===== src/rtl/core/wto_mul.sv =====
// Shared signed multiplier with a registered product.
module wto_mul #(
    parameter int A_W = 17,
    parameter int B_W = 33
) (
    input  logic                       clk,
    input  logic                       en,
    input  logic signed [A_W-1:0]      a,
    input  logic signed [B_W-1:0]      b,
    output logic signed [A_W+B_W-1:0]  product
);

    logic signed [A_W+B_W-1:0] product_reg;
    logic signed [A_W+B_W-1:0] product_next;

    // Form the full-width product
    assign product_next = (A_W+B_W)'(a) * (A_W+B_W)'(b);

    // Hold the product until the next enabled cycle
    always_ff @(posedge clk)
    begin
        if (en)
        begin
            product_reg <= product_next;
        end
    end

    assign product = product_reg;

endmodule


===== config.mk =====
export PLATFORM = sky130hd
export DESIGN_NAME = wto_mul
export DESIGN_NICKNAME = d
export VERILOG_FILES = /design/src/rtl/core/wto_mul.sv
export SDC_FILE = /design/constraint.sdc
export NUM_CORES = 2
export LEC_CHECK = 0
export ABC_AREA = 0
export BUFFER_PORTS_ARGS = -buffer_cell sky130_fd_sc_hd__buf_4
export CAP_MARGIN = 20
export CORE_MARGIN = 5
export CORE_UTILIZATION = 45
export DETAILED_ROUTE_END_ITERATION = 8
export GPL_ROUTABILITY_DRIVEN = 0
export PLACE_DENSITY_LB_ADDON = 0.12
export SLEW_MARGIN = 15
export SYNTH_ARGS = -nofsm -noshare
export SYNTH_HDL_FRONTEND = slang
export SYNTH_SLANG_ARGS = --single-unit

===== constraint.sdc =====
create_clock -name clk -period 14.8 [get_ports clk]
set_clock_uncertainty 0.2 [all_clocks]
set_input_delay 1.48 -clock clk [delete_from_list [all_inputs] [get_ports clk]]
set_output_delay 1.48 -clock clk [all_outputs]
set_load 0.02 [all_outputs]

# After elaboration in Yosys (flattened, before gate mapping)
# Index checks and enable logic that the tools add are counted.
dict set report word_totals {
  out_inout_bits 50
  inputBits 52
  regBits 50
  wordCells 2
}
dict set report classes {
  n_mul 1
}
# op n
set op_table {}
lappend op_table {{multiplier 17 x 33 -> 50 bit} 1}

# Logic depth before layout (Yosys ltp)
dict set report depth {
  ltp_word 1
  ltp_mapped 24
  depth_no_buf 23
}

# Worst setup path before layout
# Ideal clock, no wire load.
dict set report synth_path {
  path_type {in2reg}
  from {input b[10]}
  to {register product_reg[39] (netlist: product[39]) (data pin)}
  required_time_ns 14.339
  n_path_buf 1
  stages 20
  arrival_ns 6.938
  slack_ns 7.401
  cell_sequence {clkbuf_1 -> nand2_1 -> fa_1 -> fa_1 -> fa_1 -> fa_1 -> inv_1 -> fa_1 -> inv_1 -> fa_1 -> inv_1 -> ha_1 -> a21oi_1 -> o21ai_0 -> a41oi_4 -> a31oi_4 -> a31oi_2 -> or4_4 -> a31oi_4 -> xor2_1}
}
dict set report synth_between {
  elab_chain_len 1
}
# element line
set synth_lines {}
lappend synth_lines {{from (decl)} 9} ;# input logic signed [B_W-1:0] b,
lappend synth_lines {{multiplier 17 x 33 -> 50 bit} 17} ;# assign product_next = (A_W+B_W)'(a) * (A_W+B_W)'(b);
lappend synth_lines {{via product_next[39]} 14} ;# logic signed [A_W+B_W-1:0] product_next;
lappend synth_lines {{to (signal assigned)} 24} ;# product_reg <= product_next;
lappend synth_lines {{to (decl)} 13} ;# logic signed [A_W+B_W-1:0] product_reg;
# The timed path passes the listed nets, and every way through them passes these cells.
# A chain may end at the register's enable or synchronous reset.

# Worst setup path after layout
dict set report layout_path {
  from {input a[2]}
  to {register product_reg[42] (netlist: product[42]) (data pin)}
}
dict set report layout_between {
  elab_chain_len 1
}
# element line
set layout_lines {}
lappend layout_lines {{from (decl)} 8} ;# input logic signed [A_W-1:0] a,
lappend layout_lines {{multiplier 17 x 33 -> 50 bit} 17}
lappend layout_lines {{via product_next[42]} 14}
# The timed path passes the listed nets, and every way through them passes these cells.

==> impl_metrics.toml <==
[run_status]
status = "finished, final reports clean"

[die]
io_pins = 102
core_area_mm2 = 0.0453
dieArea_mm2 = 0.0501
die_w_um = 224
start_util_pct = 45.4
fp-row-count = 78
die_h_um = 224

[final_layout]
layout-area-overhead-vs-synth_pct = 6.46
fillers = 4392
drive_gt1_share_pct = 5.53
largest_reg_flops = 50
layout_common_cells = "fa_1, inv_1, nand2_1, and2_1, ha_1"
fin_nets = 2873
antennaDiodeCount = 0
mostFrequentLayoutCell = "fa_1"

[min_path]
holdCritPathClass = "input port to flop"

[logic_synthesis]
synthCells = 2150
ys.flop_type = "edfxtp_1"
yosysWarningCount = 0
syn_area_mm2 = 0.0206
synth_edf_count = 50
ys_ff_latch = 50
avgSynthCellArea_um2 = 9.56
synth-seq-area-share_pct = 7.30
async_flop_share_pct = 0
synth.distinct_cells = 53
synth_nets = 2855

[global_route]
grt_usage_pct = 22.7
grt_max_degree = 51
antenna_found_initial = 0
grt_pass1_vias = 16036
overflow = 0
grt_pass1_wl_mm = 89.3

[setup_path]
critPathCaptureType = "flop"
critical_path_class = "input port to flop"
arrival_ns = 8.09
crit_path_start_kind = "input port"
cp_max_fo = 33
crit_required_ns = 14.66

[cts]
clk_root_buffer_cell = "clkbuf_16"
cts.clk_slew.worst_paths_ns = 0.08
cts_tree = "done"
cts_resized = 0
cts_setup_buffers = 0
cts.sinks = 50
cts_max_path_buffers = 2
cts_max_level = 2
cts_hold_buf = 0
cts_buffers = 5

[timing]
slew_violations = 0
worstMarginPinSlew_ns = 0.881
rsz0062_at_grt = "false"
finalHoldViolCount = 0
report.final.setup_viol = 0
finalCriticalPeriod_ns = 8.23
slew_headroom_pct = 41.0
tns_ns = 0
fmax_mhz = 122
period_share_pct = 55.6

[detailed_routing]
post_drt_wl_per_cell_um = 19.4
first_pass_iters = 5
vias_per_cell = 5.14
ant_nets = 0
routed_wl_mm = 53.9
drtIter0Drc = 711
dr_total_vias = 14237
remaining_drc_errors = 0

[placed_design]
hpwl_mm = 43.3
port_buffers = 101

[run]
cap_violations = 0
[cell usage after synthesis, types with 2 or more instances]
library cell  instances  area (um^2)
clkbuf_1             90          338
o21bai_1              3         22.5
nand4_1               7         43.8
nand2_1             319         1200
ha_1                117         1460
o211ai_2              2         25.0
a211oi_1              7         52.6
a21o_1               23          173
a211o_1               3         26.3
a31oi_1               6         37.5
nor2_1               37          139
nand2b_1             10         62.6
inv_1               513         1930
o211ai_1              3         22.5
xnor2_1              36          315
a21boi_0              2         15.0
o2bb2ai_1             2         17.5
nand3_1               9         45.0
xor2_1               13          114
fa_1                536        10700
a221oi_1              3         26.3
a21oi_1              40          200
a31oi_4               2         42.5
nor3_1                9         45.0
o21ai_1               3         15.0
a2111oi_0             3         26.3
or3_1                 3         18.8
o21ai_0              23          115
o21a_1                9         67.6
and2_1              234         1460
and3_1                6         37.5
o311ai_1              2         17.5
nor2b_1               6         37.5
edfxtp_1             50         1500
[layout make-up]
class	instances	area [um^2]	share of cell area, %
Tap cell	600	751	3.43
Clock inverter	3	28.8	0.131
Timing Repair Buffer	102	766	3.50
Clock buffer	5	125	0.572
Inverter	514	1930	8.81
Sequential cell	50	1500	6.86
Multi-Input combinational cell	1495	16800	76.7
[layer usage]
metal | global-route usage [%] | vias up | part of all wire [%]
met2 | 39.5 | 278 | 51
li1 | - | 6332 | -
met4 | 5.08 | 0 | 2.2
met3 | 3.39 | 57 | 4.3
met1 | 30.5 | 7570 | 43
met5 | 0 | - | 0
[critical path, cell delays in order]
cell	delay, ns
buf_4	0.37
nand2_1	0.15
fa_1	0.53
fa_1	0.57
fa_1	0.45
fa_1	0.56
inv_1	0.05
fa_1	0.48
inv_1	0.05
fa_1	0.47
inv_1	0.04
ha_1	0.33
nand2_1	0.09
o21ai_0	0.12
a221o_1	0.33
a31oi_1	0.65
o2111ai_1	0.36
and2_1	0.34
a2111oi_0	0.52
a211oi_1	0.09
[per-stage QoR]
stage               setup slack (ns)  hold WS [ns]  util, %  cell area, um^2  instances
global route                    6.29          1.43     48.3            21900       2769
global placement                6.48          1.71     48.0            21700       2761
finish                          6.57          1.44     48.3            21900       2769
floorplan                       7.40          1.39        -            20600       2150
detailed placement              6.31          1.71     48.0            21700       2761
CTS                             6.67          1.42     48.3            21900       2769
[final timing paths]
| kind | cells after the start | end | slack, ns | startpoint |
|---|---|---|---|---|
| worst max-delay path | 20 | product[42]$_DFFE_PP_ | 6.57 | a[2] |
| worst min-delay path | 2 | product[0]$_DFFE_PP_ | 1.44 | b[0] |
[cell families (layout without fill, tap and decap cells)]
group	after synthesis	in the layout	synth area share, %
AOI/OAI and AO/OA	147	147	4.97
muxes	1	1	0.0487
adders and majority gates	653	653	59.3
buffers and inverters	605	624	11.0
xor gates and xnor gates	49	49	2.09
and+or+nand+nor	645	645	15.2
DFF	50	50	7.30
Power is left out: the tool's default activity adds up to more than one toggle a clock period on the data nets, which glitch-free logic cannot reach.
